==> src/pi_duty_controller_with_capture_macros.svh <==
// assertion macros for the pi duty controller
`ifndef PI_DUTY_CONTROLLER_WITH_CAPTURE_MACROS_SVH
`define PI_DUTY_CONTROLLER_WITH_CAPTURE_MACROS_SVH

// generic clocked check, disabled during reset
`define PIDC_CHECK(lbl, prop, msg) \
   lbl: assert property (@(posedge clock) disable iff (reset) prop) else $error(msg);

// same-cycle implication
`define PIDC_IMPLIES(lbl, ante, cons, msg) \
   `PIDC_CHECK(lbl, ((ante) |-> (cons)), msg)

`endif

==> src/pidc_pkg.sv <==
// shared types and constants for the pi duty controller
`default_nettype none

package pidc_pkg;

   localparam int WAVE_LEN       = 1000;
   localparam int HALF_WAVE      = WAVE_LEN / 2;
   localparam int WAVE_W         = $clog2(WAVE_LEN);
   localparam int CAPTURE_POINTS = 200;

   localparam int ADC_W   = 10;
   localparam int ERR_W   = ADC_W + 1;
   localparam int GAIN_W  = 32;
   localparam int PER_W   = 16;
   localparam int CNT_W   = 8;
   localparam int IDX_W   = 3;

   // q16.16 duty arithmetic
   localparam int Q_FRAC   = 16;
   localparam int PPROD_W  = ERR_W + GAIN_W;
   localparam int IPROD_W  = 2 * GAIN_W;
   localparam int LIM_W    = 23;
   localparam int SCALED_W = LIM_W + PER_W;
   localparam int QUOT_W   = SCALED_W - Q_FRAC;
   localparam logic signed [IPROD_W-1:0] HALF_DUTY_Q16 = IPROD_W'(50 * 65536);
   localparam logic signed [IPROD_W-1:0] FULL_DUTY_Q16 = IPROD_W'(100 * 65536);
   localparam logic [LIM_W-1:0]          FULL_DUTY_LIM = LIM_W'(100 * 65536);

   // floor(q / 100) = (q * RECIP_100) >> RECIP_SHIFT, exact for q below 2**QUOT_W
   localparam int RECIP_SHIFT = QUOT_W + 7;
   localparam int RECIP_W     = 24;
   localparam logic [RECIP_W-1:0] RECIP_100 = RECIP_W'(((64'd1 << RECIP_SHIFT) + 64'd99) / 64'd100);
   localparam int QM_W        = QUOT_W + RECIP_W;

   localparam int PIPE_STAGES = 6;

   typedef enum logic [IDX_W-1:0] {
      CSR_PROP_GAIN  = 3'd0,
      CSR_INTEG_GAIN = 3'd1,
      CSR_PWM_PERIOD = 3'd2,
      CSR_REF_HIGH   = 3'd3,
      CSR_REF_LOW    = 3'd4,
      CSR_DECIMATION = 3'd5
   } csr_index_type;

   typedef struct packed {
      logic [ADC_W-1:0] adc_sample;
      logic             arm_capture;
   } req_payload_type;

   typedef struct packed {
      logic [PER_W-1:0] duty_compare;
      logic             capture_valid;
      logic [CNT_W-1:0] capture_index;
      logic [ADC_W-1:0] capture_adc;
      logic [ADC_W-1:0] capture_ref;
      logic             capture_last;
   } rsp_payload_type;

   typedef struct packed {
      logic signed [GAIN_W-1:0] prop_gain;
      logic signed [GAIN_W-1:0] integ_gain;
      logic        [PER_W-1:0]  pwm_period;
      logic        [ADC_W-1:0]  ref_high;
      logic        [ADC_W-1:0]  ref_low;
      logic        [CNT_W-1:0]  decimation;
   } cfg_type;

   typedef struct packed {
      logic             valid;
      logic [CNT_W-1:0] index;
      logic [ADC_W-1:0] adc;
      logic [ADC_W-1:0] ref_level;
      logic             last;
   } capture_type;

   typedef struct packed {
      logic signed [ERR_W-1:0]  err;
      logic signed [GAIN_W-1:0] error_sum;
      capture_type              capture;
   } front_out_type;

endpackage

`default_nettype wire

==> src/pidc_csr.sv <==
// configuration register file
`default_nettype none

module pidc_csr (
   input  wire logic                            clock,
   input  wire logic                            reset,
   input  wire logic                            csr_valid,
   output      logic                            csr_ready,
   input  wire logic [pidc_pkg::IDX_W-1:0]      csr_index,
   input  wire logic [pidc_pkg::GAIN_W-1:0]     csr_wdata,
   output      pidc_pkg::cfg_type               cfg
);

   pidc_pkg::cfg_type cfg_ff;
   pidc_pkg::cfg_type cfg_in;

   assign csr_ready = 1'b1;
   assign cfg       = cfg_ff;

   always_comb begin
      cfg_in = cfg_ff;
      if (csr_valid) begin
         unique case (pidc_pkg::csr_index_type'(csr_index))
            pidc_pkg::CSR_PROP_GAIN:  cfg_in.prop_gain  = csr_wdata;
            pidc_pkg::CSR_INTEG_GAIN: cfg_in.integ_gain = csr_wdata;
            pidc_pkg::CSR_PWM_PERIOD: cfg_in.pwm_period = csr_wdata[pidc_pkg::PER_W-1:0];
            pidc_pkg::CSR_REF_HIGH:   cfg_in.ref_high   = csr_wdata[pidc_pkg::ADC_W-1:0];
            pidc_pkg::CSR_REF_LOW:    cfg_in.ref_low    = csr_wdata[pidc_pkg::ADC_W-1:0];
            pidc_pkg::CSR_DECIMATION: cfg_in.decimation = csr_wdata[pidc_pkg::CNT_W-1:0];
            default:                  cfg_in = cfg_ff;
         endcase
      end
   end

   always_ff @(posedge clock) begin
      if (reset) begin
         cfg_ff.prop_gain  <= '0;
         cfg_ff.integ_gain <= '0;
         cfg_ff.pwm_period <= pidc_pkg::PER_W'(3999);
         cfg_ff.ref_high   <= pidc_pkg::ADC_W'(800);
         cfg_ff.ref_low    <= pidc_pkg::ADC_W'(200);
         cfg_ff.decimation <= pidc_pkg::CNT_W'(10);
      end else begin
         cfg_ff <= cfg_in;
      end
   end

endmodule

`default_nettype wire

==> config.mk <==
export PLATFORM = sky130hd
export DESIGN_NAME = pidc_csr
export DESIGN_NICKNAME = d
export VERILOG_FILES = /design/src/pi_duty_controller_with_capture_macros.svh /design/src/pidc_pkg.sv /design/src/pidc_csr.sv
export SDC_FILE = /design/constraint.sdc
export NUM_CORES = 1
export LEC_CHECK = 0
export BUFFER_PORTS_ARGS = -buffer_cell sky130_fd_sc_hd__buf_2
export CAP_MARGIN = 20
export CORE_MARGIN = 2
export CORE_UTILIZATION = 50
export DETAILED_ROUTE_END_ITERATION = 8
export GPL_TIMING_DRIVEN = 0
export PLACE_DENSITY = 0.79
export SLEW_MARGIN = 20
export SYNTH_ARGS = -nofsm -noshare
export SYNTH_HDL_FRONTEND = slang
export SYNTH_SLANG_ARGS = --single-unit
==> constraint.sdc <==
create_clock -name clock -period 1.57 [get_ports clock]
set_clock_uncertainty 0.2 [all_clocks]
set_input_delay 0 -clock clock [delete_from_list [all_inputs] [get_ports clock]]
set_output_delay 0 -clock clock [all_outputs]
set_load 0.02 [all_outputs]
==> flow_metrics.py <==
metrics = {
    "clock_network": {
        "numCtsBuffers": 9,
        "clock_latency_ps": 370,
        "cts_tree": "done",
        "clk_pin_slew_worst_paths_ps": 90,
        "ctsRootBufferMaster": "clkbuf_8",
        "clock-sinks": 108,
        "clock_path_buffers": 2,
        "cts.htree.levels": 3,
    },
    "placement": {
        "portBuffers": 144,
        "dp_hpwl_um": 8100,
        "dpl_worst_slack_ps": 26.9,
        "place_congestion": 0.834,
    },
    "finish": {
        "largest_reg_flops": 108,
        "nets": 634,
        "syn2layout_area_growth_pct": 33.2,
        "fin_util": 0.675,
        "drive_above_1_share": 0.290,
        "n_antenna_cell": 0,
    },
    "route": {
        "num_vias": 3503,
        "first_pass_iters": 4,
        "ant_nets": 0,
        "avgRoutedWirePerCell_um": 16.1,
        "drt_iter0_drc": 119,
        "drt_wl_total_um": 11400,
        "via_per_inst": 4.94,
        "drc_errors": 0,
    },
    "synthesis": {
        "syn_inst": 408,
        "synth_top_area_frac": 0.497,
        "synth_area_leaders": "dfxtp_1 (50%), mux2i_1 (25%), nand2b_1 (18%), nor2_1 (2.6%), buf_2 (1.4%)",
        "syn_area_per_cell_um2": 10.7,
        "syn_nets": 446,
        "synth-main-ff-cell": "dfxtp_1",
        "ys_types": 15,
        "ys_ff_latch": 108,
        "synth_top_area_cell": "dfxtp_1",
        "ys_warn_count": 0,
        "ys_seq_area_frac": 0.497,
        "synth.cell_area_um2": 4350,
        "synth_edf_count": 0,
        "yosysMostFrequentCell": "nand2b_1",
        "netlist_top_cells_count": "nand2b_1 (122), dfxtp_1 (108), mux2i_1 (108), nor2_1 (30), clkbuf_1 (16)",
        "async_reset_ff_frac": 0,
    },
    "timing": {
        "setup_ws_ps": 64.1,
        "drv_slew": 0,
        "hold_viol_final": 2,
        "fin_crit_sh": 0.959,
        "post-route-min-period_ps": 1510,
        "maxSlewHeadroom": 0.574,
        "setup_tns_ps": 0,
        "fmax_mhz": 664,
        "tightest_slew_ps": 639,
        "setup_viol": 0,
        "hold_slack_ps": -116,
    },
    "global_routing": {
        "grt_max_degree": 17,
        "grt_pass1_vias": 3651,
        "antenna_found_initial": 0,
        "grt_use_total": 0.243,
        "grt_pass1_wl_um": 18300,
        "grt_remaining_overflow": 0,
    },
    "floorplanning": {
        "num_rows": 34,
        "dieHeight_um": 97.3,
        "fp.dieW_um": 97.3,
        "design.core.area_um2": 8590,
        "ios": 147,
        "start_util": 0.507,
        "dieArea_um2": 9470,
    },
    "critical_path": {
        "rr_endpoint": "cfg[69]$_SDFFE_PP0P_",
        "cp-start-kind": "input pin",
        "critPathCapture": "cfg[69]$_SDFFE_PP0P_",
        "setup.worst_path.end_class": "register",
        "cp.required_ps": 1670,
        "critPathMaxFanout": 10,
        "crit_type": "in -> reg",
        "reg2reg_depth": 2,
        "arrival_ps": 1600,
        "r2r-start": "cfg[69]$_SDFFE_PP0P_",
        "r2r_slack_ps": 720,
        "crit_path_start": "csr_valid",
    },
    "run_status": {
        "violations": "negative hold slack",
        "status": "finished, violations left",
    },
    "min_path": {
        "min_path_type": "in -> reg",
    },
    "power_and_ir_drop": {
        "power_mw": 5.40,
        "power.leakage_nw": 2.86,
        "p_per_area_nw_per_um2": 931,
        "peakVddDrop_mv": 0.430,
    },
    "flow_run": {
        "drv_cap": 0,
    },
}
## timing repair
action | in CTS | in global routing
hold buffers | 33 | 1
setup buffers | 0 | 0
hold endpoints to repair | 108 | 2
resized for setup | 0 | 6
setup endpoints to repair | 0 | 40
## worst min path at each step
stage / from / end / cells past startpoint
final: csr_index[0] / cfg[96]$_SDFFE_PP0P_ / 3
after global routing: csr_index[1] / cfg[95]$_SDFFE_PP0P_ / 3
after detailed placement: csr_wdata[5] / cfg[23]$_SDFFE_PP1P_ / 3
after CTS: csr_index[0] / cfg[63]$_SDFFE_PP0P_ / 3
after global placement: csr_wdata[5] / cfg[23]$_SDFFE_PP1P_ / 3
after floorplan: csr_wdata[6] / cfg[14]$_SDFFE_PP1P_ / 2
## critical path: stages
cell           delay (ps)
dlygate4sd3_1         560
clkbuf_4              180
and4bb_2              280
buf_2                 320
mux2i_1               250
## metal layers
layer / vias to the layer above / share of wire / track usage
li1: 1709 / - / -
met1: 1670 / 0.43 / 0.292
met2: 99 / 0.49 / 0.413
met3: 25 / 0.050 / 0.0734
met4: 0 / 0.025 / 0.0897
met5: - / 0 / 0
## metrics by stage
stage	hold WS (ps)	area (um^2)	instances
after floorplan	-38.8	4350	408
after global placement	69.8	5210	660
after detailed placement	91.1	5210	660
after CTS	5.96	5770	709
after global routing	-99.1	5800	709
final	-116	5800	709
## report_power, final
part / internal, mW / switching, mW
clock: 1.06 / 0.925
sequential: 2.80 / 0.0322
combinational: 0.268 / 0.311
total: 4.13 / 1.27
## kinds of logic after synthesis
| kind of cell | count (synthesis) | share of synthesized area |
|---|---|---|
| multiplexers | 108 | 0.248 |
| AND/OR/NAND/NOR | 161 | 0.222 |
| flip-flops | 108 | 0.497 |
| buffers and inverters | 30 | 0.0319 |
| other | 1 | 0.000861 |
## cell usage in the layout (no fill, tap or decap)
cell | synthesis | final
bufinv_16 | 0 | 3
clkbuf_1 | 16 | 18
buf_6 | 1 | 1
or4b_4 | 0 | 1
clkinvlp_4 | 0 | 1
nor2_1 | 30 | 30
dfxtp_1 | 108 | 108
clkbuf_8 | 0 | 9
buf_4 | 1 | 1
and4bb_2 | 1 | 1
nand2b_1 | 122 | 122
nand4bb_1 | 3 | 3
nand4b_1 | 2 | 2
nor4bb_1 | 1 | 1
conb_1 | 1 | 1
buf_2 | 12 | 152
nor4b_2 | 0 | 1
mux2i_1 | 108 | 108
clkbuf_4 | 0 | 4
dlygate4sd3_1 | 0 | 34
## final cells by class
type | instances | area, um^2
Sequential cell | 108 | 2160
Multi-Input combinational cell | 270 | 2060
Buffer | 29 | 143
Fill cell | 698 | 2790
Clock inverter | 4 | 97.6
Tap cell | 108 | 135
Clock buffer | 12 | 135
Timing Repair Buffer | 178 | 1060
(Power assumes the default switching activity.)
