===== config.mk =====
export PLATFORM = sky130hd
export DESIGN_NAME = pidc_front
export DESIGN_NICKNAME = d
export VERILOG_FILES = /design/src/pi_duty_controller_with_capture_macros.svh /design/src/pidc_pkg.sv /design/src/pidc_front.sv
export SDC_FILE = /design/constraint.sdc
export NUM_CORES = 1
export LEC_CHECK = 0
export BUFFER_PORTS_ARGS = -buffer_cell sky130_fd_sc_hd__buf_2
export CAP_MARGIN = 20
export CORE_MARGIN = 3
export CORE_UTILIZATION = 30
export CTS_CLUSTER_SIZE = 25
export DETAILED_ROUTE_END_ITERATION = 8
export PLACE_DENSITY_LB_ADDON = 0.08
export REMOVE_ABC_BUFFERS = 1
export SLEW_MARGIN = 20
export SYNTH_ARGS = -nofsm -noshare
export SYNTH_HDL_FRONTEND = slang
export SYNTH_SLANG_ARGS = --single-unit

===== constraint.sdc =====
create_clock -name clock -period 12 [get_ports clock]
set_input_delay 1.2 -clock clock [delete_from_list [all_inputs] [get_ports clock]]
set_output_delay 1.2 -clock clock [all_outputs]
set_load 0.1 [all_outputs]

===== src/pi_duty_controller_with_capture_macros.svh =====
// assertion macros for the pi duty controller
`ifndef PI_DUTY_CONTROLLER_WITH_CAPTURE_MACROS_SVH
`define PI_DUTY_CONTROLLER_WITH_CAPTURE_MACROS_SVH

// generic clocked check, disabled during reset
`define PIDC_CHECK(lbl, prop, msg) \
   lbl: assert property (@(posedge clock) disable iff (reset) prop) else $error(msg);

// same-cycle implication
`define PIDC_IMPLIES(lbl, ante, cons, msg) \
   `PIDC_CHECK(lbl, ((ante) |-> (cons)), msg)

`endif


===== src/pidc_pkg.sv =====
// shared types and constants for the pi duty controller
`default_nettype none

package pidc_pkg;

   localparam int WAVE_LEN       = 1000;
   localparam int HALF_WAVE      = WAVE_LEN / 2;
   localparam int WAVE_W         = $clog2(WAVE_LEN);
   localparam int CAPTURE_POINTS = 200;

   localparam int ADC_W   = 10;
   localparam int ERR_W   = ADC_W + 1;
   localparam int GAIN_W  = 32;
   localparam int PER_W   = 16;
   localparam int CNT_W   = 8;
   localparam int IDX_W   = 3;

   // q16.16 duty arithmetic
   localparam int Q_FRAC   = 16;
   localparam int PPROD_W  = ERR_W + GAIN_W;
   localparam int IPROD_W  = 2 * GAIN_W;
   localparam int LIM_W    = 23;
   localparam int SCALED_W = LIM_W + PER_W;
   localparam int QUOT_W   = SCALED_W - Q_FRAC;
   localparam logic signed [IPROD_W-1:0] HALF_DUTY_Q16 = IPROD_W'(50 * 65536);
   localparam logic signed [IPROD_W-1:0] FULL_DUTY_Q16 = IPROD_W'(100 * 65536);
   localparam logic [LIM_W-1:0]          FULL_DUTY_LIM = LIM_W'(100 * 65536);

   // floor(q / 100) = (q * RECIP_100) >> RECIP_SHIFT, exact for q below 2**QUOT_W
   localparam int RECIP_SHIFT = QUOT_W + 7;
   localparam int RECIP_W     = 24;
   localparam logic [RECIP_W-1:0] RECIP_100 = RECIP_W'(((64'd1 << RECIP_SHIFT) + 64'd99) / 64'd100);
   localparam int QM_W        = QUOT_W + RECIP_W;

   localparam int PIPE_STAGES = 6;

   typedef enum logic [IDX_W-1:0] {
      CSR_PROP_GAIN  = 3'd0,
      CSR_INTEG_GAIN = 3'd1,
      CSR_PWM_PERIOD = 3'd2,
      CSR_REF_HIGH   = 3'd3,
      CSR_REF_LOW    = 3'd4,
      CSR_DECIMATION = 3'd5
   } csr_index_type;

   typedef struct packed {
      logic [ADC_W-1:0] adc_sample;
      logic             arm_capture;
   } req_payload_type;

   typedef struct packed {
      logic [PER_W-1:0] duty_compare;
      logic             capture_valid;
      logic [CNT_W-1:0] capture_index;
      logic [ADC_W-1:0] capture_adc;
      logic [ADC_W-1:0] capture_ref;
      logic             capture_last;
   } rsp_payload_type;

   typedef struct packed {
      logic signed [GAIN_W-1:0] prop_gain;
      logic signed [GAIN_W-1:0] integ_gain;
      logic        [PER_W-1:0]  pwm_period;
      logic        [ADC_W-1:0]  ref_high;
      logic        [ADC_W-1:0]  ref_low;
      logic        [CNT_W-1:0]  decimation;
   } cfg_type;

   typedef struct packed {
      logic             valid;
      logic [CNT_W-1:0] index;
      logic [ADC_W-1:0] adc;
      logic [ADC_W-1:0] ref_level;
      logic             last;
   } capture_type;

   typedef struct packed {
      logic signed [ERR_W-1:0]  err;
      logic signed [GAIN_W-1:0] error_sum;
      capture_type              capture;
   } front_out_type;

endpackage

`default_nettype wire


===== src/pidc_front.sv =====
// reference wave, saturating integrator and capture sequencing per transaction
`default_nettype none

module pidc_front (
   input  wire logic                      clock,
   input  wire logic                      reset,
   input  wire logic                      accept,
   input  wire pidc_pkg::req_payload_type req,
   input  wire pidc_pkg::cfg_type         cfg,
   output      pidc_pkg::front_out_type   result
);

   logic [pidc_pkg::WAVE_W-1:0]        wave_ff, wave_in;
   logic signed [pidc_pkg::GAIN_W-1:0] esum_ff, esum_in;
   logic                               capturing_ff, capturing_in;
   logic [pidc_pkg::CNT_W-1:0]         decim_ff, decim_in;
   logic [pidc_pkg::CNT_W-1:0]         point_ff, point_in;

   logic [pidc_pkg::ADC_W-1:0]         ref_level;
   logic signed [pidc_pkg::ERR_W-1:0]  err;
   logic signed [pidc_pkg::GAIN_W-1:0] esum_base;
   logic signed [pidc_pkg::GAIN_W:0]   esum_wide;
   logic                               active;
   logic [pidc_pkg::CNT_W-1:0]         decim_inc;
   logic [pidc_pkg::CNT_W-1:0]         point_base;
   logic [pidc_pkg::CNT_W-1:0]         point_inc;
   logic                               hit;
   logic                               last;

   always_comb begin
      ref_level = (wave_ff < pidc_pkg::WAVE_W'(pidc_pkg::HALF_WAVE)) ? cfg.ref_high : cfg.ref_low;
      err       = $signed({1'b0, ref_level}) - $signed({1'b0, req.adc_sample});

      // arming clears the integrator before this tick's accumulation
      esum_base = req.arm_capture ? '0 : esum_ff;
      esum_wide = (pidc_pkg::GAIN_W+1)'(esum_base) + (pidc_pkg::GAIN_W+1)'(err);
      if (esum_wide[pidc_pkg::GAIN_W] != esum_wide[pidc_pkg::GAIN_W-1]) begin
         esum_in = esum_wide[pidc_pkg::GAIN_W] ? {1'b1, {(pidc_pkg::GAIN_W-1){1'b0}}}
                                               : {1'b0, {(pidc_pkg::GAIN_W-1){1'b1}}};
      end else begin
         esum_in = esum_wide[pidc_pkg::GAIN_W-1:0];
      end

      active     = req.arm_capture | capturing_ff;
      decim_inc  = (req.arm_capture ? '0 : decim_ff) + 1'b1;
      point_base = req.arm_capture ? '0 : point_ff;
      point_inc  = point_base + 1'b1;
      hit        = active && (decim_inc == cfg.decimation);
      last       = hit && (point_inc == pidc_pkg::CNT_W'(pidc_pkg::CAPTURE_POINTS));

      decim_in     = active ? (hit ? '0 : decim_inc) : decim_ff;
      point_in     = hit ? (last ? '0 : point_inc) : point_base;
      capturing_in = active & ~last;

      wave_in = (wave_ff == pidc_pkg::WAVE_W'(pidc_pkg::WAVE_LEN - 1)) ? '0 : wave_ff + 1'b1;

      result.err               = err;
      result.error_sum         = esum_in;
      result.capture.valid     = hit;
      result.capture.index     = hit ? point_base : '0;
      result.capture.adc       = hit ? req.adc_sample : '0;
      result.capture.ref_level = hit ? ref_level : '0;
      result.capture.last      = last;
   end

   always_ff @(posedge clock) begin
      if (reset) begin
         wave_ff      <= '0;
         esum_ff      <= '0;
         capturing_ff <= 1'b0;
         decim_ff     <= '0;
         point_ff     <= '0;
      end else if (accept) begin
         wave_ff      <= wave_in;
         esum_ff      <= esum_in;
         capturing_ff <= capturing_in;
         decim_ff     <= decim_in;
         point_ff     <= point_in;
      end
   end

endmodule

`default_nettype wire


==> results.sh, run 1 <==
export IMPL_synth_area_leaders="dfxtp_1, ha_1, a21oi_1, o21ai_0, nand2_1"
export IMPL_fin_hold_ws_ps=441
export IMPL_period_minus_slack_ps=8250
export IMPL_ys_warnings_count=0
export IMPL_finalClockSkew_ps=6.95
export IMPL_worst_pin_slew_ps=746
export IMPL_cts_clk_slew_worst_paths_ps=60
export IMPL_hp_class="reg -> reg"
export IMPL_leakagePower_nw=3.03
export IMPL_maxCapViolCount=0
export IMPL_diodes=0
export IMPL_ys_ff_latch=59
export IMPL_clkLatencyLatePin_ps=330
export IMPL_yosys_top_cells_count="nand2_1, a21oi_1, nor2_1"
export IMPL_grt_max_degree=58
export IMPL_ant_nets=0
export IMPL_syn_area_per_cell_um2=7.36
export IMPL_setup_violations=0
export IMPL_syn_area_mm2=0.00588
export IMPL_required_ps=10800
export IMPL_portBuffers=114
export IMPL_first_global_vias=5592
export IMPL_setup_ws_ps=3750
export IMPL_clockRootBuffer="clkbuf_16"
export IMPL_dieArea_mm2=0.0213
export IMPL_die_h_um=146
export IMPL_numCtsBuffers=9
export IMPL_postCtsSetupBuffers=0
export IMPL_synth_edff_count=0
export IMPL_drive_above_1_share_pct=18.7
export IMPL_core_mm2=0.0190
export IMPL_hold_viol_final=0
export IMPL_post_drt_wl_per_cell_um=15.4
export IMPL_antenna_found_initial=0
export IMPL_drt_iter0_markers=193
export IMPL_relSlewSlack_pct=49.9
export IMPL_cts_tree="yes"
export IMPL_rsz0062_at_grt="no"
export IMPL_cpMaxStageDelayCell="buf_2"
export IMPL_finalMaxSlewViolations=0
export IMPL_synth_distinct_cells=72
export IMPL_post_cts_resized=0
export IMPL_rows=50
export IMPL_crit_path_end_kind="output pin"
export IMPL_dr_pass1_iters=4
export IMPL_status="finished clean"
export IMPL_startpoint_type="register"
export IMPL_place_ws_ps=3840
export IMPL_postSynth_asyncResetShare_pct=0
export IMPL_globalRouteOverflowTotal=0
export IMPL_remaining_drc_errors=0
export IMPL_place_congestion=0.805
export IMPL_p_per_area_mw_per_mm2=232
export IMPL_final_nets=1056
export IMPL_final_cells=1151
export IMPL_wl_um=17700
export IMPL_hpwl_um=13100
export IMPL_yosysSeqAreaShare_pct=20.1
export IMPL_dp_cells=1135
export IMPL_fmax_ghz=0.121
export IMPL_cts_sinks=59
export IMPL_yosysTopAreaCellShare_pct=20.1
export IMPL_synth_main_ff_cell="dfxtp_1"
export IMPL_synthCells=798
export IMPL_fin_crit_sh_pct=68.8
export IMPL_grt_pass1_wl_um=28900
export IMPL_cpPeakStageDelay_ps=490
export IMPL_grt_util_all_layers_pct=16.4
export IMPL_ctsLongestPathBuffers=2
export IMPL_cts_hold_fix_buffers=0
export IMPL_path_max_fanout=43
export IMPL_irDropWorstVdd_mv=0.175
export IMPL_area_growth_pct=18.4
export IMPL_synth_most_common_cell="nand2_1"
export IMPL_start_util_pct=31.0
export IMPL_arrival_ps=7050
export IMPL_die_w_um=146
export IMPL_pin_count=195
export IMPL_drt_vias_per_instance=5.05
export IMPL_htreeDepth=3
export IMPL_route_vias_total=5814
export IMPL_cpMostUsedCell="o21ai_0"
export IMPL_tns_ps=0
export IMPL_critPathKind="reg -> out"
export IMPL_yosysTopAreaCell="dfxtp_1"
through the flow:
stage	total power [mW]	util, %	instance area [µm²]
6_report	1.62	36.7	6960
5_1_grt	1.71	36.7	6960
4_1_cts	1.63	36.7	6950
3_5_place_dp	1.34	35.0	6630
3_3_place_gp	1.34	35.0	6630
2_1_floorplan	1.14	-	5660
layer usage:
| metal | routed length (µm) | share of wire [%] | GRT usage, % |
|---|---|---|---|
| met1 | 9000 | 51 | 23.1 |
| met2 | 7640 | 43 | 25.8 |
| met3 | 916 | 5.2 | 3.08 |
| met4 | 147 | 0.83 | 3.89 |
| met5 | 0 | 0 | 0 |
worst max-delay path, delay by kind of cell (launching register included):
kind                       cells  cell delay, ps
xor gates and xnor gates       1             150
muxes                          1             370
and+or+nand+nor                5             980
buffers and inverters          4            1530
DFF                            1             400
adders and majority gates      2             680
AOI/OAI and AO/OA             12            2590
kinds of logic after synthesis:
logic type / synth area share, %
adders and majority gates: 13.1
muxes: 2.75
and+or+nand+nor: 24.7
DFF: 20.1
buffers and inverters: 5.81
AOI/OAI and AO/OA: 26.1
xor gates and xnor gates: 7.47
where the power goes:
part | switching [mW] | total, mW | internal (mW)
Sequential | 0.0117 | 0.235 | 0.223
Clock | 0.104 | 0.287 | 0.183
Combinational | 0.866 | 1.10 | 0.231
layout by cell type (no fill, tap or decap), types with 12 or more instances in the layout:
cell type,netlist,routed
a21oi_1,75,75
and2_1,12,12
and3_1,13,13
buf_2,13,114
dfxtp_1,59,59
ha_1,46,46
inv_1,30,30
maj3_1,14,14
nand2_1,77,77
nand3_1,23,23
nand4_1,13,13
nor2_1,71,70
nor2b_1,44,44
o21ai_0,62,62
xnor2_1,25,25
xor2_1,22,22
final timing paths:
check / end / from / cells after the start / slack [ps]
max: result[50] / wave_ff[6] / 25 / 3750
max reg2reg: esum_ff[14] / wave_ff[6] / 24 / 5300
min reg2reg: esum_ff[30] / esum_ff[30] / 2 / 440
min: esum_ff[30] / esum_ff[30] / 2 / 440
final cells by class:
class / instances / area (µm²)
repair buffers: 123 / 638
flip-flops and latches: 59 / 1180
multi-input cells: 661 / 4370
fillers: 2084 / 12000
well taps: 260 / 325
clock inverters: 7 / 100
clock buffers: 9 / 225
inverters: 32 / 120
flip-flops by register name, summed over array words and instances, names as in the netlist:
register,flops
capturing_ff,1
decim_ff,8
esum_ff,32
point_ff,8
wave_ff,10
Note: power is estimated with default switching activity, not from simulation.
==> run 2: changes to the inputs <==
ABC_AREA = 1   (was not set)
clock period = 8.25 ns   (was 12 ns; I/O delays follow)
==> run 2 against run 1 <==
Compared with the run above:
- power rose by 38%
- clock skew increased by 6.4 ps
- cell count rose by 35%
- wire length is 22% higher
- die area grew 10%
- sequential share of layout area shrank 1.5 points
- synthesized cell count increased by 48%
- combinational power increased by 35%
- critical path depth grew 5
- core utilization down 0.62 points
- worst setup slack worse by 2900 ps
- flip-flop and latch count did not move
==> results.sh, run 2 <==
export IMPL_status="finished clean"
export IMPL_drt_iter0_markers=332
export IMPL_synth_most_common_cell="nand2_1"
export IMPL_finalMaxSlewViolations=0
export IMPL_rsz0062_at_grt="no"
export IMPL_die_w_um=153
export IMPL_post_cts_resized=0
export IMPL_path_max_fanout=25
export IMPL_yosysTopAreaCell="nand2_1"
export IMPL_grt_max_degree=49
export IMPL_final_cells=1558
export IMPL_finalClockSkew_ps=13.4
export IMPL_die_h_um=153
export IMPL_required_ps=7420
export IMPL_relSlewSlack_pct=33.7
export IMPL_setup_violations=0
export IMPL_multi_input_area_mm2=0.00430
export IMPL_cpPeakStageDelay_ps=730
export IMPL_diodes=0
export IMPL_cts_tree="yes"
export IMPL_remaining_drc_errors=0
export IMPL_synth_distinct_cells=35
export IMPL_first_global_vias=6957
export IMPL_area_growth_pct=17.4
export IMPL_route_vias_total=7176
export IMPL_place_congestion=0.848
export IMPL_top_regs="esum_ff x32, wave_ff x10"
export IMPL_largest_reg_flops=32
export IMPL_cts_clk_slew_worst_paths_ps=50
export IMPL_drive_above_1_share_pct=12.2
export IMPL_clkLatencyLatePin_ps=350
export IMPL_ctsLongestPathBuffers=2
export IMPL_dieArea_mm2=0.0235
export IMPL_ant_nets=0
export IMPL_cpMostUsedCell="nand2_1"
export IMPL_rows=53
export IMPL_worst_pin_slew_ps=994
export IMPL_syn_area_mm2=0.00650
export IMPL_regArea_mm2=0.00118
export IMPL_post_drt_wl_per_cell_um=13.9
export IMPL_regMostFlops="esum_ff"
export IMPL_synth_main_ff_cell="dfxtp_1"
export IMPL_yosysTopAreaCellShare_pct=20.5
export IMPL_cpMaxStageDelayCell="a21oi_2"
export IMPL_grt_pass1_wl_um=34900
export IMPL_pin_count=195
export IMPL_final_cell_mix="nand2_1, inv_1, nor2_1"
export IMPL_htreeDepth=3
export IMPL_synth_edff_count=0
export IMPL_start_util_pct=30.8
export IMPL_hold_viol_final=0
export IMPL_synthCells=1182
export IMPL_wl_um=21700
export IMPL_drt_vias_per_instance=4.61
export IMPL_crit_path_end_kind="output pin"
export IMPL_hpwl_um=16700
export IMPL_core_mm2=0.0212
export IMPL_hp_class="reg -> reg"
export IMPL_clockRootBuffer="clkbuf_16"
export IMPL_fillers=2454
export IMPL_numCtsBuffers=9
export IMPL_arrival_ps=6590
export IMPL_fin_total_pwr_mw=2.24
export IMPL_synth_area_leaders="nand2_1, dfxtp_1, inv_1, ha_1, nor2_1"
export IMPL_irDropWorstVdd_mv=0.185
export IMPL_syn_area_per_cell_um2=5.50
export IMPL_dp_cells=1542
export IMPL_dr_pass1_iters=6
export IMPL_critPathKind="reg -> out"
export IMPL_final_common_cell="nand2_1"
export IMPL_globalRouteOverflowTotal=0
export IMPL_startpoint_type="register"
export IMPL_postSynth_asyncResetShare_pct=0
export IMPL_cts_hold_fix_buffers=0
export IMPL_cts_sinks=59
export IMPL_maxCapViolCount=0
export IMPL_p_per_area_mw_per_mm2=293
export IMPL_post_route_util_pct=36.1
export IMPL_fmax_ghz=0.135
export IMPL_final_nets=1448
export IMPL_ys_ff_latch=59
export IMPL_leakagePower_nw=4.39
export IMPL_grt_util_all_layers_pct=18.3
export IMPL_yosysSeqAreaShare_pct=18.2
export IMPL_ys_warnings_count=0
export IMPL_postCtsSetupBuffers=0
export IMPL_portBuffers=114
export IMPL_antenna_found_initial=0
export IMPL_period_minus_slack_ps=7420
export IMPL_fin_crit_sh_pct=89.9
export IMPL_yosys_top_cells_count="nand2_1, inv_1, nor2_1"
-- run 2: cell count changes after synthesis, moves of 11 or more --
cell     change
nand2_1    +279
inv_1      +188
nor2_1      +73
nand3_1     +56
nor2b_1     -44
o21ai_0     -29
a21oi_1     +26
xnor2_1     -15
maj3_1      -14
and3_1      -13
and2_1      -11
-- run 2: power breakdown --
group / switching (mW) / total, mW / internal, mW
logic: 1.20 / 1.48 / 0.278
clock network: 0.165 / 0.438 / 0.273
registers: 0.00972 / 0.326 / 0.316
-- run 2: cell families after synthesis --
family / after synthesis / synth area share, %
and+or+nand+nor: 629 / 39.7
buffers and inverters: 261 / 15.7
AOI/OAI and AO/OA: 149 / 12.1
DFF: 59 / 18.2
adders and majority gates: 48 / 9.46
xor gates and xnor gates: 35 / 4.71
muxes: 1 / 0.154
-- run 2: layout make-up --
class	instances	area share (%)
sequential	59	15.5
timing repair buffer	124	8.45
multi-input combinational	862	56.4
inverter	222	10.9
clock buffer	10	3.13
tap	275	4.51
clock inverter	6	1.16
-- run 2: final timing paths --
kind	to	slack [ps]	start	depth (start not counted)
hold / removal	wave_ff[9]	450	wave_ff[9]	1
setup / recovery	result[33]	830	wave_ff[6]	30
hold reg to reg	wave_ff[9]	450	wave_ff[9]	1
setup reg to reg	esum_ff[2]	2110	wave_ff[6]	30
-- run 2: critical path, delay by kind of cell (launching register included) --
family,cells,cell delay [ps]
AO/OA/AOI/OAI,9,2100
adder cells (fa/ha/maj),2,710
flip-flops,1,370
buffers and inverters,5,1190
AND/OR/NAND/NOR,14,1850
-- run 2: per-stage QoR --
stage	instance area, µm²	hold WS (ps)	setup TNS (ps)	setup WS [ps]
finish	7640	452	0	834
CTS	7640	452	0	765
global placement	7310	449	0	1190
floorplan	6310	422	-12110	-394
detailed placement	7310	437	0	1180
global route	7640	486	0	160
-- run 2: layer usage --
| metal | vias to the layer above | track usage (%) | wire, µm |
|---|---|---|---|
| li1 | 3845 | - | - |
| met1 | 3210 | 23.3 | 10300 |
| met2 | 94 | 31.7 | 10300 |
| met3 | 27 | 3.54 | 739 |
| met4 | 0 | 4.71 | 314 |
| met5 | - | 0 | 0 |
==> run 3: changes to the inputs <==
REMOVE_ABC_BUFFERS = not set   (was 1)
==> run 3 against run 2 <==
Compared with the run above:
- worst hold slack improved by 7.1 ps
- clock skew shrank 2.1 ps
- count of clock-buffer cells in the layout did not move
- design area decreased by 0.31%
- largest cell class unchanged
- core utilization shrank 0.11 points
- wire length is 2.1% lower
- flip-flop and latch count unchanged
- via count is 1.2% lower
- largest power group unchanged
- first-iteration DRC count shrank 9.9%
==> results.sh, run 3 (synthesis results as in run 2) <==
export IMPL_setup_ws_ps=1230
export IMPL_wl_um=21200
export IMPL_diodes=0
export IMPL_area_growth_pct=17.0
export IMPL_critPathKind="reg -> out"
export IMPL_cts_clk_slew_worst_paths_ps=60
export IMPL_dr_pass1_iters=5
export IMPL_globalRouteOverflowTotal=0
export IMPL_post_cts_resized=0
export IMPL_hpwl_um=16400
export IMPL_hold_viol_final=0
export IMPL_post_route_cell_area_mm2=0.00761
export IMPL_grt_max_degree=49
export IMPL_pin_count=195
export IMPL_route_vias_total=7090
export IMPL_finalMaxSlewViolations=0
export IMPL_core_mm2=0.0212
export IMPL_numCtsBuffers=9
export IMPL_maxCapViolCount=0
export IMPL_post_route_util_pct=36.0
export IMPL_relSlewSlack_pct=36.7
export IMPL_placed_area_mm2=0.00729
export IMPL_first_global_vias=6871
export IMPL_start_util_pct=30.8
export IMPL_arrival_ps=6200
export IMPL_htreeDepth=3
export IMPL_drive_above_1_share_pct=12.0
export IMPL_startpoint_type="register"
export IMPL_cpMaxStageDelayCell="nand2_1"
export IMPL_die_w_um=153
export IMPL_final_nets=1446
export IMPL_ctsLongestPathBuffers=2
export IMPL_die_h_um=153
export IMPL_period_minus_slack_ps=7020
export IMPL_rsz0062_at_grt="no"
export IMPL_place_ws_ps=1540
export IMPL_tns_ps=0
export IMPL_cts_hold_fix_buffers=0
export IMPL_cpPeakStageDelay_ps=460
export IMPL_place_congestion=0.889
export IMPL_ant_nets=0
export IMPL_grt_util_all_layers_pct=18.0
export IMPL_final_common_cell="nand2_1"
export IMPL_largest_reg_flops=32
export IMPL_cts_sinks=59
export IMPL_portBuffers=114
export IMPL_cts_tree="yes"
export IMPL_setup_violations=0
export IMPL_dieArea_mm2=0.0235
export IMPL_grt_pass1_wl_um=34900
export IMPL_regMostFlops="esum_ff"
export IMPL_required_ps=7420
export IMPL_rows=53
export IMPL_irDropWorstVdd_mv=0.262
export IMPL_fmax_ghz=0.142
export IMPL_status="finished clean"
export IMPL_drt_vias_per_instance=4.56
export IMPL_p_per_area_mw_per_mm2=293
export IMPL_hp_class="reg -> reg"
export IMPL_top_regs="esum_ff x32, wave_ff x10"
export IMPL_finalClockSkew_ps=11.3
export IMPL_postCtsSetupBuffers=0
export IMPL_cpMostUsedCell="nand2_1"
export IMPL_r2r_slack_ps=2540
export IMPL_path_max_fanout=31
export IMPL_synth_nets=1352
export IMPL_crit_path_end_kind="output pin"
export IMPL_fin_crit_sh_pct=85.1
export IMPL_drt_iter0_markers=299
export IMPL_worst_pin_slew_ps=950
export IMPL_leakagePower_nw=4.37
export IMPL_clkLatencyLatePin_ps=340
export IMPL_post_drt_wl_per_cell_um=13.6
export IMPL_final_cell_mix="nand2_1, inv_1, nor2_1"
export IMPL_remaining_drc_errors=0
export IMPL_clockRootBuffer="clkbuf_16"
export IMPL_antenna_found_initial=0
run 3: cell types whose count changed in the layout (fill, tap and decap cells not counted):
cell / delta
clkinv_4: +1
clkbuf_1: +1
buf_4: -2
clkbuf_8: -1
clkinvlp_4: -1
run 3: area by class of cell:
type	count	area, µm²
Clock buffer	10	229
Fill cell	2449	13500
Inverter	222	833
Timing Repair Buffer	122	631
Clock inverter	6	90.1
Tap cell	275	344
Multi-Input combinational cell	862	4300
Sequential cell	59	1180
run 3: routing by layer:
metal / GRT usage (%) / vias to the layer above / wire (µm)
met1: 23.2 / 3122 / 10100
met2: 31.5 / 104 / 10200
met4: 5.22 / 0 / 382
li1: - / 3841 / -
met5: 0 / - / 0
met3: 2.52 / 23 / 589
run 3: final timing paths:
kind	from	to	depth (start not counted)
worst max-delay path	wave_ff[6]	result[42]	32
worst min register to register	wave_ff[9]	wave_ff[9]	1
worst min-delay path	wave_ff[9]	wave_ff[9]	1
worst max register to register	wave_ff[6]	esum_ff[25]	33
run 3: stage by stage:
| stage | instances | hold slack, ps | power (mW) |
|---|---|---|---|
| 6_report | 1556 | 459 | 2.23 |
| 5_1_grt | 1556 | 473 | 2.37 |
| 4_1_cts | 1556 | 457 | 2.26 |
| 3_5_place_dp | 1540 | 441 | 1.82 |
| 3_3_place_gp | 1540 | 444 | 1.82 |
| 2_1_floorplan | 1182 | 422 | 1.55 |
run 3: worst max-delay path, delay by kind of cell (launching register included):
kind,cells,cell delay [ps]
AND/OR/NAND/NOR,18,2160
buffers and inverters,5,1210
adder cells (fa/ha/maj),3,880
AO/OA/AOI/OAI,5,770
multiplexers,1,460
flip-flops,1,360
run 3: power breakdown:
part	switching [mW]	internal [mW]	leakage, nW
sequential	0.00983	0.316	0.487
combinational	1.20	0.277	3.74
clock	0.155	0.265	0.153
total	1.37	0.858	4.37
